[src/sv/ctfe_pkg.sv]
`default_nettype none
package ctfe_pkg;

  // operation codes carried on the input channel
  typedef enum logic [2:0] {
    OP_MODE = 3'd0,
    OP_NEXT = 3'd1,
    OP_INC  = 3'd2,
    OP_DEC  = 3'd3,
    OP_TICK = 3'd4,
    OP_LOAD = 3'd5,
    OP_RSV6 = 3'd6,
    OP_RSV7 = 3'd7
  } op_t;

  // field select codes
  localparam logic [2:0] FLD_YEAR   = 3'd0;
  localparam logic [2:0] FLD_MONTH  = 3'd1;
  localparam logic [2:0] FLD_DAY    = 3'd2;
  localparam logic [2:0] FLD_HOUR   = 3'd3;
  localparam logic [2:0] FLD_MINUTE = 3'd4;
  localparam logic [2:0] FLD_SECOND = 3'd5;

  // field limits
  localparam logic [6:0] YEAR_MAX   = 7'd99;
  localparam logic [3:0] MONTH_MAX  = 4'd12;
  localparam logic [4:0] HOUR_MAX   = 5'd23;
  localparam logic [5:0] MINSEC_MAX = 6'd59;
  localparam logic [15:0] BLINK_TICKS_RST = 16'd500;

  // one result item
  typedef struct packed {
    logic [6:0] year;
    logic [3:0] month;
    logic [4:0] day;
    logic [4:0] hour;
    logic [5:0] minute;
    logic [5:0] second;
    logic       editing;
    logic [2:0] selected_field;
    logic       blank_selected;
    logic       commit;
  } res_t;

  // month length, february by the every-fourth-year rule
  function automatic logic [4:0] days_in(input logic [6:0] yr, input logic [3:0] mo);
    logic [4:0] len;
    begin
      case (mo)
        4'd2:                          len = (yr[1:0] == 2'd0) ? 5'd29 : 5'd28;
        4'd4, 4'd6, 4'd9, 4'd11:       len = 5'd30;
        default:                       len = 5'd31;
      endcase
      return len;
    end
  endfunction

endpackage
`default_nettype wire

[src/sv/calendar_time_field_editor_unit.sv]
// Calendar time editor: holds year (two digits), month, day, hour, minute and
// second plus an edit mode, a selected field and a blink phase. Every input
// transfer yields exactly one result showing the state after the update; one
// item is taken per clock while input ready is high, the update being a single
// registered pass. The result register is backed by one skid slot, so input
// ready only drops when two results are waiting. blink_ticks is written through
// the cfg port, which is always ready; write it only while the block is idle.
`default_nettype none
module calendar_time_field_editor_unit import ctfe_pkg::*; (
  input  wire logic        clk,
  input  wire logic        rst_n,
  input  wire logic        in_valid,
  output logic             in_ready,
  input  wire logic [2:0]  in_operation,
  input  wire logic [6:0]  in_load_year,
  input  wire logic [3:0]  in_load_month,
  input  wire logic [4:0]  in_load_day,
  input  wire logic [4:0]  in_load_hour,
  input  wire logic [5:0]  in_load_minute,
  input  wire logic [5:0]  in_load_second,
  output logic             out_valid,
  input  wire logic        out_ready,
  output logic [6:0]       out_year_out,
  output logic [3:0]       out_month_out,
  output logic [4:0]       out_day_out,
  output logic [4:0]       out_hour_out,
  output logic [5:0]       out_minute_out,
  output logic [5:0]       out_second_out,
  output logic             out_editing,
  output logic [2:0]       out_selected_field,
  output logic             out_blank_selected,
  output logic             out_commit,
  input  wire logic        cfg_valid,
  output logic             cfg_ready,
  input  wire logic [15:0] cfg_blink_ticks
);

  logic [15:0] blink_ticks_r;
  logic [6:0]  year_r, year_nxt;
  logic [3:0]  month_r, month_nxt;
  logic [4:0]  day_r, day_nxt;
  logic [4:0]  hour_r, hour_nxt;
  logic [5:0]  minute_r, minute_nxt;
  logic [5:0]  second_r, second_nxt;
  logic        edit_r, edit_nxt;
  logic [2:0]  sel_r, sel_nxt;
  logic [15:0] tick_r, tick_nxt;
  logic        phase_r, phase_nxt;
  logic        commit_nxt;

  logic        out_valid_r, skid_valid_r;
  res_t        out_r, skid_r, res_nxt;

  logic        in_xfer;
  logic        step;
  logic        up;
  logic [5:0]  day_step;
  logic [4:0]  len;
  logic [16:0] tick_sum;
  op_t         op;

  assign op        = op_t'(in_operation);
  assign in_ready  = !skid_valid_r;
  assign in_xfer   = in_valid && in_ready;
  assign cfg_ready = 1'b1;

  // configuration register
  always_ff @(posedge clk) begin
    if (!rst_n) begin
      blink_ticks_r <= BLINK_TICKS_RST;
    end else if (cfg_valid) begin
      blink_ticks_r <= cfg_blink_ticks;
    end
  end

  // field step and day fix-up
  always_comb begin
    step       = edit_r && (op == OP_INC || op == OP_DEC);
    up         = (op == OP_INC);
    year_nxt   = year_r;
    month_nxt  = month_r;
    day_step   = {1'b0, day_r};
    hour_nxt   = hour_r;
    minute_nxt = minute_r;
    second_nxt = second_r;
    len        = days_in(year_r, month_r);
    day_nxt    = day_r;
    if (step) begin
      case (sel_r)
        FLD_YEAR: begin
          if (up) year_nxt = (year_r >= YEAR_MAX) ? 7'd0 : year_r + 7'd1;
          else    year_nxt = (year_r == 7'd0) ? YEAR_MAX : year_r - 7'd1;
        end
        FLD_MONTH: begin
          if (up) month_nxt = (month_r >= MONTH_MAX) ? 4'd1 : month_r + 4'd1;
          else    month_nxt = (month_r <= 4'd1) ? MONTH_MAX : month_r - 4'd1;
        end
        FLD_HOUR: begin
          if (up) hour_nxt = (hour_r >= HOUR_MAX) ? 5'd0 : hour_r + 5'd1;
          else    hour_nxt = (hour_r == 5'd0) ? HOUR_MAX : hour_r - 5'd1;
        end
        FLD_MINUTE: begin
          if (up) minute_nxt = (minute_r >= MINSEC_MAX) ? 6'd0 : minute_r + 6'd1;
          else    minute_nxt = (minute_r == 6'd0) ? MINSEC_MAX : minute_r - 6'd1;
        end
        FLD_SECOND: begin
          if (up) second_nxt = (second_r >= MINSEC_MAX) ? 6'd0 : second_r + 6'd1;
          else    second_nxt = (second_r == 6'd0) ? MINSEC_MAX : second_r - 6'd1;
        end
        default: ;
      endcase
      len = days_in(year_nxt, month_nxt);
      // day steps against the new month length
      if (sel_r == FLD_DAY) begin
        if (up) day_step = {1'b0, day_r} + 6'd1;
        else    day_step = (day_r <= 5'd1) ? {1'b0, len} : {1'b0, day_r} - 6'd1;
      end
      day_nxt = (day_step > {1'b0, len}) ? 5'd1 : day_step[4:0];
    end
  end

  // mode, selection, blink and load
  always_comb begin
    edit_nxt   = edit_r;
    sel_nxt    = sel_r;
    tick_nxt   = tick_r;
    phase_nxt  = phase_r;
    commit_nxt = 1'b0;
    tick_sum   = {1'b0, tick_r} + 17'd1;
    res_nxt    = '0;
    case (op)
      OP_MODE: begin
        edit_nxt   = !edit_r;
        commit_nxt = edit_r;
      end
      OP_NEXT: begin
        if (edit_r) sel_nxt = (sel_r >= FLD_SECOND) ? FLD_YEAR : sel_r + 3'd1;
      end
      OP_TICK: begin
        if (tick_sum >= {1'b0, blink_ticks_r}) begin
          tick_nxt  = '0;
          phase_nxt = !phase_r;
        end else begin
          tick_nxt = tick_sum[15:0];
        end
      end
      default: ;
    endcase
    res_nxt.year   = year_nxt;
    res_nxt.month  = month_nxt;
    res_nxt.day    = day_nxt;
    res_nxt.hour   = hour_nxt;
    res_nxt.minute = minute_nxt;
    res_nxt.second = second_nxt;
    if (op == OP_LOAD && !edit_r) begin
      res_nxt.year   = (in_load_year > YEAR_MAX) ? 7'd0 : in_load_year;
      res_nxt.month  = (in_load_month == 4'd0 || in_load_month > MONTH_MAX)
                       ? 4'd1 : in_load_month;
      res_nxt.day    = (in_load_day == 5'd0) ? 5'd1 : in_load_day;
      res_nxt.hour   = (in_load_hour > HOUR_MAX) ? 5'd0 : in_load_hour;
      res_nxt.minute = (in_load_minute > MINSEC_MAX) ? 6'd0 : in_load_minute;
      res_nxt.second = (in_load_second > MINSEC_MAX) ? 6'd0 : in_load_second;
    end
    res_nxt.editing        = edit_nxt;
    res_nxt.selected_field = sel_nxt;
    res_nxt.blank_selected = edit_nxt && phase_nxt;
    res_nxt.commit         = commit_nxt;
  end

  // state update on each input transfer
  always_ff @(posedge clk) begin
    if (!rst_n) begin
      year_r   <= '0;
      month_r  <= 4'd1;
      day_r    <= 5'd1;
      hour_r   <= '0;
      minute_r <= '0;
      second_r <= '0;
      edit_r   <= 1'b0;
      sel_r    <= FLD_YEAR;
      tick_r   <= '0;
      phase_r  <= 1'b0;
    end else if (in_xfer) begin
      year_r   <= res_nxt.year;
      month_r  <= res_nxt.month;
      day_r    <= res_nxt.day;
      hour_r   <= res_nxt.hour;
      minute_r <= res_nxt.minute;
      second_r <= res_nxt.second;
      edit_r   <= edit_nxt;
      sel_r    <= sel_nxt;
      tick_r   <= tick_nxt;
      phase_r  <= phase_nxt;
    end
  end

  // result register with one skid slot
  always_ff @(posedge clk) begin
    if (!rst_n) begin
      out_valid_r  <= 1'b0;
      skid_valid_r <= 1'b0;
    end else if (!out_valid_r || out_ready) begin
      if (skid_valid_r) begin
        out_valid_r  <= 1'b1;
        skid_valid_r <= 1'b0;
      end else begin
        out_valid_r <= in_xfer;
      end
    end else if (in_xfer) begin
      skid_valid_r <= 1'b1;
    end
  end

  always_ff @(posedge clk) begin
    if (!out_valid_r || out_ready) begin
      if (skid_valid_r) out_r <= skid_r;
      else if (in_xfer) out_r <= res_nxt;
    end else if (in_xfer) begin
      skid_r <= res_nxt;
    end
  end

  assign out_valid          = out_valid_r;
  assign out_year_out       = out_r.year;
  assign out_month_out      = out_r.month;
  assign out_day_out        = out_r.day;
  assign out_hour_out       = out_r.hour;
  assign out_minute_out     = out_r.minute;
  assign out_second_out     = out_r.second;
  assign out_editing        = out_r.editing;
  assign out_selected_field = out_r.selected_field;
  assign out_blank_selected = out_r.blank_selected;
  assign out_commit         = out_r.commit;

  // skid slot only fills behind a held result
  a_skid_behind_out: assert property (@(posedge clk) disable iff (!rst_n)
    skid_valid_r |-> out_valid_r)
    else $error("skid slot holds a result with the output register empty");

  // a commit always leaves edit mode
  a_commit_show: assert property (@(posedge clk) disable iff (!rst_n)
    (out_valid_r && out_r.commit) |-> !out_r.editing)
    else $error("commit reported while still editing");

  // month register stays in calendar range
  a_month_range: assert property (@(posedge clk) disable iff (!rst_n)
    in_xfer |=> (month_r >= 4'd1 && month_r <= MONTH_MAX))
    else $error("month register out of range");

  // selection stays on one of the six fields
  a_sel_range: assert property (@(posedge clk) disable iff (!rst_n)
    in_xfer |=> (sel_r <= FLD_SECOND))
    else $error("field selection out of range");

endmodule
`default_nettype wire

[config.mk]
export PLATFORM = sky130hd
export DESIGN_NAME = calendar_time_field_editor_unit
export DESIGN_NICKNAME = d
export VERILOG_FILES = /design/src/sv/ctfe_pkg.sv /design/src/sv/calendar_time_field_editor_unit.sv
export SDC_FILE = /design/constraint.sdc
export NUM_CORES = 1
export LEC_CHECK = 0
export BUFFER_PORTS_ARGS = -buffer_cell sky130_fd_sc_hd__buf_2
export CAP_MARGIN = 30
export CORE_ASPECT_RATIO = 1.25
export CORE_MARGIN = 5
export CORE_UTILIZATION = 45
export CTS_CLUSTER_DIAMETER = 120
export CTS_CLUSTER_SIZE = 25
export DETAILED_ROUTE_END_ITERATION = 16
export RECOVER_POWER = 100
export SLEW_MARGIN = 20
export SYNTH_ARGS = -nofsm -noshare
export SYNTH_HDL_FRONTEND = slang
export SYNTH_SLANG_ARGS = --single-unit
[constraint.sdc]
create_clock -name clk -period 4.35 [get_ports clk]
set_input_delay 0.2175 -clock clk [delete_from_list [all_inputs] [get_ports clk]]
set_output_delay 0.2175 -clock clk [all_outputs]
set_load 0.05 [all_outputs]
==> results of run 1 <==
## critical path, stage by stage (launching register included)
cell and delay (ns):
dfxtp_1 0.40, nor4bb_1 1.97, clkbuf_1 0.65, o21ai_0 0.32, mux2_1 0.38
## area by class of cell
cell class,count,area (um^2),area share
Multi-Input combinational cell,723,4590,0.463
Sequential cell,150,3780,0.382
Clock buffer,29,512,0.0517
Timing Repair Buffer,109,508,0.0513
Tap cell,265,332,0.0335
Inverter,43,161,0.0163
Clock inverter,3,18.8,0.00189
## routing by layer
layer	global-route usage	up-vias	share of wire
li1	-	3735	-
met5	0	-	0
met1	0.253	3539	0.45
met2	0.332	191	0.49
met4	0.0728	0	0.025
met3	0.0320	41	0.037
## flip-flops by register name, indices dropped and copies added (netlist names), 3 cells and up
register	cells
out_hour_out	5
second_r	6
out_month_out	4
out_day_out	5
day_r	5
blink_ticks_r	16
out_year_out	7
tick_r	16
hour_r	5
year_r	7
month_r	4
out_minute_out	6
out_selected_field	3
minute_r	6
skid_r	39
out_second_out	6
sel_r	3
## per-stage QoR
stage,total power [uW],hold slack (ns),worst slack [ns],instances,cell area [um^2]
global route,3750,0.0239,0.110,1322,9910
CTS,3630,0.000254,0.523,1322,10000
finish,3590,0.0118,0.358,1322,9910
global placement,2270,0.442,0.689,1290,9470
detailed placement,2270,0.446,0.566,1290,9470
floorplan,2120,0.348,0.926,986,8830
## synth_stat cells (10+ instances only)
library cell,count
clkbuf_1,52
nand2b_1,10
nor3_1,35
nand2_1,107
a211oi_1,26
edfxtp_1,78
nor2_1,97
and3_1,16
a31oi_1,11
a21oi_1,62
mux2i_1,13
nand3_1,36
dfxtp_1,72
o211ai_1,15
mux2_2,35
ha_1,40
o21ai_0,64
nor3b_1,11
inv_1,41
## power by group through the flow
stage,Sequential [uW],Combinational (uW),Clock (uW)
after CTS,1640,604,1390
after detailed placement,1670,601,0
after floorplan,1750,362,0
final,1640,588,1360
after global routing,1650,649,1450
after global placement,1670,599,0
## worst min path at each step
stage | to | cells past startpoint | startpoint
after floorplan | blink_ticks_r[2] | 2 | cfg_blink_ticks[2]
after global placement | blink_ticks_r[5] | 3 | cfg_blink_ticks[5]
after detailed placement | blink_ticks_r[8] | 3 | cfg_blink_ticks[8]
after CTS | blink_ticks_r[8] | 3 | cfg_blink_ticks[8]
after global routing | blink_ticks_r[5] | 3 | cfg_blink_ticks[5]
final | blink_ticks_r[8] | 3 | cfg_blink_ticks[8]
## cells by family (layout without fill, tap and decap cells)
group                    count (synthesis)  after routing
other                                    1              1
multiplexers                            49             49
buffers and inverters                  113            184
XOR/XNOR                                15             15
flip-flops                             150            150
AND/OR/NAND/NOR                        355            355
AO/OA/AOI/OAI                          263            263
adder cells (fa/ha/maj)                 40             40
==> qor.yml, run 1 <==
global_routing:
  grt_max_degree: 54
  grt_pass1_wl_um: 36300
  grt_pass1_vias: 7216
  grtUsageTotal: 0.197
  grt_remaining_overflow: 0
  antenna_found_initial: 0
power_and_ir_drop:
  p_seq_frac: 0.458
  ir_drop_v: 0.000254
  combPwrFrac: 0.164
  p_int_uw: 2570
  swShare: 0.285
  switching_power_uw: 1030
  p_per_area_nw_per_um2: 363
  p_clk_frac: 0.379
  leakage_uw: 0.00381
placement:
  hpwlAfterDp_um: 15200
  io_buffers: 97
  gp_congestion: 0.885
layout:
  final_util: 0.511
  nFillCells: 1898
  n_antenna_cell: 0
  final_common_cell: "nand2_1"
  area_delta_synth_final_pct: 12.2
  post_route_cells_drive_above_1_share: 0.128
  final_cell_mix: "107 x nand2_1, 96 x nor2_1, 78 x edfxtp_1"
  final_net_count: 1141
yosys:
  synthesis.nets: 1083
  synth_cell_type_count: 77
  synth_adder_area_share: 0.0567
  synth_seq_area_share: 0.429
  ys_seq_elements: 150
  yosys_warnings: 0
  synthArstFlopShare: 0
  synth.area.mux_share: 0.0611
  synth.avg_cell_area_um2: 8.96
  ys_top_cells_by_area: "edfxtp_1 27%, dfxtp_1 16%, ha_1 5.7%, nand2_1 4.5%, mux2_2 4.5%"
  ys.flop_type: "edfxtp_1"
  synth_edf_count: 78
  yosysTopAreaCell: "edfxtp_1"
  synth_top_family_by_area: "compound AO/OA/AOI/OAI gates"
  synth.top_cell.area_share: 0.265
  synth_cells: 986
  synth_compound_area_frac: 0.196
  synth-simple-area-share: 0.190
  synthXorXnorAreaFrac: 0.0149
  syn-cell-area_um2: 8830
clocking:
  path_clk_slew_ns: 0.06
  cts_resized: 0
  cts_tree: "yes"
  ctsHoldBuffers: 0
  cts_sinks: 150
  cts_buffers: 17
  cts-root-buf: "clkbuf_16"
  cts_buffer_depth: 2
  clock_latency_ns: 0.43
  htreeDepth: 4
  cts_setup_buffers: 0
detailed_routing:
  wl_um: 22300
  dr.pass1.iters: 5
  drtIter0Drc: 597
  wl_per_cell_um: 16.9
  ant_nets: 0
  vias: 7506
  via_per_inst: 5.68
  drc: 0
setup_path:
  crit_fanout: 14
  worstSetupEndpointType: "flip-flop"
  crit_type: "flip-flop to flip-flop"
  r2r_slack_ns: 0.36
  reg2reg_depth: 4
  critical_path.startpoint: "edit_r"
  rr_startpoint: "edit_r"
  reg2reg_to: "out_second_out[1]"
  crit_arrival_ns: 4.15
  setup.worst_path.end: "out_second_out[1]"
  worstPathRequired_ns: 4.51
  start_kind: "flip-flop"
floorplan:
  ios: 99
  die_h_um: 167
  die-area_um2: 22500
  die_w_um: 135
  start_util: 0.455
  row_count: 57
  fp.coreArea_um2: 19400
timing:
  fmax_mhz: 251
  post-route-period-util: 0.918
  drv_slew: 118
  fin_tns_setup_ns: 0
  setup_viol: 0
  tightest_slew_ns: 2.47
  timing.final.crit_period_ns: 3.99
  max-slew-margin-rel: -0.666
  worst_clock_skew_ns: 0.00948
  final_hold_viol_count: 0
  rsz0062_at_grt: "false"
run:
  cap_viol_max_count: 4
run_status:
  outcome: "complete, but fails checks"
  violations: "capacitance limit, slew limit"
hold_path:
  min_path_type: "input port to flip-flop"
Power figures use the tool's default switching activity.
==> inputs of run 2 (changes only) <==
==> constraint.sdc (replaced) <==
create_clock -name clk -period 4.35 [get_ports clk]
set_input_delay 0.87 -clock clk [delete_from_list [all_inputs] [get_ports clk]]
set_output_delay 0.87 -clock clk [all_outputs]
set_load 0.05 [all_outputs]
==> run 2 against run 1 <==
Against the previous run:
- the flow still finishes with violations (capacitance limit, slew limit)
- count of clock-buffer cells in the layout decreased by 6
- flip-flop and latch count unchanged
- register-to-register slack improved by 0.05 ns
- critical path depth increased by 11
- critical endpoint is now phase_r
- largest cell class unchanged
- largest power group unchanged
- highest routed layer unchanged
==> qor.yml, run 2 (same netlist as run 1, synthesis figures left out) <==
run_status:
  outcome: "complete, but fails checks"
  violations: "capacitance limit, slew limit"
clocking:
  cts_setup_buffers: 0  # unchanged
  cts_resized: 0  # unchanged
  cts_buffers: 17  # unchanged
  cts_sinks: 150  # unchanged
  clock_latency_ns: 0.43  # about the same
  cts_buffer_depth: 2  # unchanged
  cts_tree: "yes"
  path_clk_slew_ns: 0.06  # about the same
  htreeDepth: 4  # unchanged
  ctsHoldBuffers: 0  # unchanged
  cts-root-buf: "clkbuf_16"
power_and_ir_drop:
  p_clk_frac: 0.391  # +0.012
  leakage_uw: 0.00388  # +1.9%
  p_int_uw: 2630  # +2.3%
  switching_power_uw: 1060  # +3.1%
  combPwrFrac: 0.162  # -0.002
  p_per_area_nw_per_um2: 367  # +1.2%
  p_seq_frac: 0.447  # -0.011
  ir_drop_v: 0.000232  # -8.6%
  swShare: 0.287  # +0.00160
timing:
  fmax_mhz: 254  # +1.2%
  final_hold_viol_count: 0  # unchanged
  fin_hold_ws_ns: 0.478  # +0.466 ns
  timing.final.crit_period_ns: 3.94  # -0.0475 ns
  setup_ws_ns: 0.406  # +0.0475 ns
  setup_viol: 0  # unchanged
  drv_slew: 25  # -79%
  worst_clock_skew_ns: 0.00887  # -0.000611 ns
  rsz0062_at_grt: "false"
  max-slew-margin-rel: -0.622  # +0.0447
  fin_tns_setup_ns: 0  # unchanged
  post-route-period-util: 0.907  # -0.0109
  tightest_slew_ns: 2.43  # -0.0384 ns
setup_path:
  worstPathRequired_ns: 4.71  # +0.20 ns
  max_stage_delay_ns: 0.44  # -1.53 ns
  crit_type: "flip-flop to flip-flop"
  r2r_slack_ns: 0.41  # +0.05 ns
  start_kind: "flip-flop"
  cpMostUsedCell: "and3_1"
  cp_slowest_cell: "and2_1"
  crit_arrival_ns: 4.31  # +0.16 ns
  worstPathCellList: "ha_1, and3_1, and3_1, and3_1, nand3_1, nor2_1, xor2_1, ha_1, a211o_1, a21oi_1, nand3_1, o21ai_0, and2_1, o21ai_0, a21oi_1"
  worstSetupEndpointType: "flip-flop"
  crit_fanout: 10  # -4
floorplan:
  fp.coreArea_um2: 19400  # unchanged
  row_count: 57  # unchanged
  die_h_um: 167  # unchanged
  start_util: 0.455  # unchanged
  die-area_um2: 22500  # unchanged
  ios: 99  # unchanged
  die_w_um: 135  # unchanged
run:
  cap_viol_max_count: 1  # -3
detailed_routing:
  wl_per_cell_um: 16.8  # -0.27%
  vias: 7518  # +0.16%
  wl_um: 22400  # +0.41%
  dr.pass1.iters: 6  # +1
  ant_nets: 0  # unchanged
  via_per_inst: 5.65  # -0.52%
  drc: 0  # unchanged
  drtIter0Drc: 495  # -17%
global_routing:
  grt_pass1_vias: 7151  # -0.90%
  grt_max_degree: 55  # +1.9%
  antenna_found_initial: 0  # unchanged
  grt_remaining_overflow: 0  # unchanged
  grtUsageTotal: 0.197  # +0.000655
  grt_pass1_wl_um: 36400  # +0.48%
layout:
  final_cell_mix: "106 x nand2_1, 96 x nor2_1, 78 x edfxtp_1"
  final_cell_count_no_fill: 1331  # +0.68%
  largest_register: "skid_r"
  top_regs: "skid_r x39, blink_ticks_r x16, tick_r x16"
  final_common_cell: "nand2_1"
  nFillCells: 1886  # -0.63%
  fin_area_um2: 10000  # +1.4%
  area_delta_synth_final_pct: 13.7
  largest_register_ffs: 39  # unchanged
  post_route_cells_drive_above_1_share: 0.137  # +0.00924
  n_antenna_cell: 0  # unchanged
  final_net_count: 1150  # +0.79%
placement:
  gp_congestion: 0.873  # -1.3%
  dp_slack_ns: 0.163  # -0.403 ns
  io_buffers: 97  # unchanged
  hpwlAfterDp_um: 15200  # +0.48%
  place_inst: 1298  # +0.62%
  placed_cell_area_um2: 9530  # +0.63%
hold_path:
  min_path_type: "flip-flop to flip-flop"
[run 2: changes by cell type in the layout (fill, tap and decap cells not counted), moves of 3 or more]
cell	before	now
and2_0	0	3
mux2_2	34	31
and2_1	5	2
clkbuf_1	53	49
mux2_1	2	5
buf_4	7	12
[run 2: cell type report]
cell class | instances | area [um^2] | area share
clock buffer | 23 | 522 | 0.0520
timing repair buffer | 118 | 582 | 0.0580
clock inverter | 9 | 58.8 | 0.00586
inverter | 43 | 161 | 0.0161
sequential | 150 | 3780 | 0.377
tap | 265 | 332 | 0.0330
multi-input combinational | 723 | 4600 | 0.458
[run 2: metal layers]
layer  vias to the layer above  GRT usage  wire length, um
met1                      3584      0.256            10200
met4                         0     0.0504              299
met5                         -          0                0
li1                       3752          -                -
met3                        25     0.0359              799
met2                       157      0.339            11100
[run 2: power groups by stage]
stage,sequential (uW),clock [uW],combinational [uW]
6_report,1650,1440,596
3_3_place_gp,1670,0,604
2_1_floorplan,1750,0,362
3_5_place_dp,1670,0,606
5_1_grt,1660,1540,656
4_1_cts,1640,1470,609
[run 2: worst max-delay path, delay by kind of cell, from the launching register on]
kind	cells	cell delay, ns
flops	1	0.42
compound gates	5	1.09
simple gates	7	1.60
fa+ha+maj	2	0.56
xor+xnor	1	0.22
[run 2: path summary, 6_finish.rpt]
| kind | depth (start not counted) | end | startpoint |
|---|---|---|---|
| max | 15 | phase_r | tick_r[0] |
| min | 2 | tick_r[14] | tick_r[14] |
| max reg2reg | 15 | phase_r | tick_r[0] |
| min reg2reg | 2 | tick_r[14] | tick_r[14] |
[run 2: through the flow]
stage | util | power, uW
3_3_place_gp | 0.491 | 2280
5_1_grt | 0.518 | 3850
2_1_floorplan | - | 2120
3_5_place_dp | 0.491 | 2280
6_report | 0.518 | 3680
4_1_cts | 0.521 | 3720
==> inputs of run 3 (changes only) <==
==> constraint.sdc (replaced) <==
create_clock -name clk -period 4.2 [get_ports clk]
set_input_delay 0.84 -clock clk [delete_from_list [all_inputs] [get_ports clk]]
set_output_delay 0.84 -clock clk [all_outputs]
set_load 0.05 [all_outputs]
==> run 3 against run 2 <==
Against the previous run:
- the flow still finishes with violations (capacitance limit, slew limit)
- flip-flop and latch count unchanged
- non-clock buffer count increased by 10
- clock skew decreased by 0.0016 ns
- sequential power increased by 3%
- hold slack got worse by 0.0028 ns
- cell area increased by 0.39%
- combinational power increased by 5.2%
- first-iteration DRC count increased by 8.3%
- die area unchanged
- global-route usage decreased by 0.050 points
- wire length decreased by 0.32%
==> qor.yml, run 3 (same netlist as run 1, synthesis figures left out) <==
setup_path:
  reg2reg_depth: 16  # +1
  worstPathCellList: "inv_1, ha_1, nor2_1, a211oi_1, o32ai_2, nand4_1, o221ai_1, o21ai_0, ha_1, a21oi_1, a21oi_1, o211ai_1, o21ai_2, a211o_1, a21o_1, mux2_1"
  crit_type: "flip-flop to flip-flop"
  crit_fanout: 9  # -1
  critPathTopFamily: "compound AO/OA/AOI/OAI gates"
  worstSetupEndpointType: "flip-flop"
  start_kind: "flip-flop"
  cp.depth: 16  # +1
  cp_slowest_cell: "dfxtp_1"
  worstPathRequired_ns: 4.37  # -0.34 ns
  crit_buf_inv: 1  # +1
  crit_arrival_ns: 4.06  # -0.25 ns
  max_stage_delay_ns: 0.52  # +0.08 ns
layout:
  largest_register: "skid_r"
  largest_register_ffs: 39  # unchanged
  n_antenna_cell: 0  # unchanged
  nFillCells: 1879  # -0.37%
  final_common_cell: "nand2_1"
  area_delta_synth_final_pct: 14.1
  top_regs: "skid_r x39, blink_ticks_r x16, tick_r x16"
  post_route_cells_drive_above_1_share: 0.148  # +0.0108
  final_cell_mix: "106 x nand2_1, 97 x nor2_1, 78 x edfxtp_1"
  final_net_count: 1160  # +0.87%
hold_path:
  min_path_type: "flip-flop to flip-flop"
  whs_path_depth: 2  # unchanged
floorplan:
  start_util: 0.455  # unchanged
  die-area_um2: 22500  # unchanged
  die_w_um: 135  # unchanged
  ios: 99  # unchanged
  fp.coreArea_um2: 19400  # unchanged
  row_count: 57  # unchanged
  die_h_um: 167  # unchanged
clocking:
  htreeDepth: 4  # unchanged
  cts_buffer_depth: 2  # unchanged
  ctsHoldBuffers: 0  # unchanged
  clock_latency_ns: 0.42  # about the same
  path_clk_slew_ns: 0.06  # about the same
  cts_setup_buffers: 0  # unchanged
  cts_buffers: 17  # unchanged
  cts_sinks: 150  # unchanged
  cts-root-buf: "clkbuf_16"
  cts_tree: "yes"
placement:
  hpwlAfterDp_um: 15400  # +0.94%
  dp_slack_ns: 0.103  # -0.0601 ns
  gp_congestion: 0.913  # +4.5%
  io_buffers: 97  # unchanged
detailed_routing:
  dr.pass1.iters: 7  # +1
  wl_per_cell_um: 16.6  # -1.1%
  wl_um: 22300  # -0.32%
  drc: 0  # unchanged
  via_per_inst: 5.69  # +0.69%
  ant_nets: 0  # unchanged
  vias: 7627  # +1.4%
  drtIter0Drc: 536  # +8.3%
timing:
  max-slew-margin-rel: -0.658  # -0.0368
  setup_viol: 0  # unchanged
  post-route-period-util: 0.926  # +0.0196
  worst_clock_skew_ns: 0.00724  # -0.00163 ns
  timing.final.crit_period_ns: 3.89  # -0.0537 ns
  setup_ws_ns: 0.309  # -0.0963 ns
  tightest_slew_ns: 2.48  # +0.0551 ns
  fmax_mhz: 257  # +1.4%
  fin_tns_setup_ns: 0  # unchanged
  final_hold_viol_count: 0  # unchanged
  drv_slew: 90  # +260%
  rsz0062_at_grt: "false"
global_routing:
  grt_pass1_vias: 7316  # +2.3%
  grt_max_degree: 55  # unchanged
  busiest_layer: "met2"
  antenna_found_initial: 0  # unchanged
  grt_remaining_overflow: 0  # unchanged
  gr-usage-met3: 0.0353  # -0.000604
  met2_usage: 0.341  # +0.00173
  grtUsageTotal: 0.197  # -0.000501
  grt_pass1_wl_um: 36400  # about the same
  grt_use_met1: 0.252  # -0.00380
run_status:
  outcome: "complete, but fails checks"
  violations: "capacitance limit, slew limit"
power_and_ir_drop:
  ir_drop_v: 0.000236  # +1.8%
  leakage_uw: 0.00392  # +0.88%
  p_per_area_nw_per_um2: 376  # +2.6%
run:
  cap_viol_max_count: 3  # +2
run 3: cell count changes in the layout (fill, tap and decap cells not counted), sizes merged:
cell | before | now
buf | 66 | 75
inv | 46 | 49
clkinv | 6 | 4
run 3: path summary, 6_finish.rpt:
check                  start        endpoint  slack [ns]
setup / recovery  month_r[0]  out_day_out[0]        0.31
hold / removal    tick_r[14]      tick_r[14]        0.47
hold reg to reg   tick_r[14]      tick_r[14]        0.47
setup reg to reg  month_r[0]  out_day_out[0]        0.31
run 3: timing repair:
item                                   CTS  global route
gates resized for setup                  0             1
setup endpoints to repair                0             2
endpoints found under the hold margin    0             0
run 3: per-stage QoR:
step           total power [uW]  hold WS, ns  cells   util  instance area, um^2
6_report                   3790        0.475   1341  0.520                10100
5_1_grt                    3970        0.494   1341  0.520                10100
4_1_cts                    3840        0.474   1341  0.524                10200
3_5_place_dp               2370        0.466   1309  0.496                 9610
3_3_place_gp               2370        0.461   1309  0.496                 9610
2_1_floorplan              2190        0.452    986      -                 8830
run 3: power by group:
group / switching [uW] / internal, uW
clock: 625 / 840
combinational: 412 / 215
sequential: 69.1 / 1630
run 3: layer usage:
layer	vias up	share of wire
met5	-	0
met4	0	0.018
met3	32	0.040
met2	202	0.49
met1	3621	0.45
li1	3772	-
run 3: tightest hold or removal path, cell delays in order, from the launching register on:
cell and delay, ns:
dfxtp_1 0.32, nand2_1 0.06, a21oi_1 0.05
run 3: layout make-up:
| cell class | count | area, um^2 | share of cell area |
|---|---|---|---|
| Clock inverter | 10 | 63.8 | 0.00633 |
| Timing Repair Buffer | 128 | 641 | 0.0636 |
| Inverter | 43 | 161 | 0.0160 |
| Sequential cell | 150 | 3780 | 0.375 |
| Multi-Input combinational cell | 723 | 4600 | 0.457 |
| Clock buffer | 22 | 495 | 0.0492 |
| Tap cell | 265 | 332 | 0.0329 |
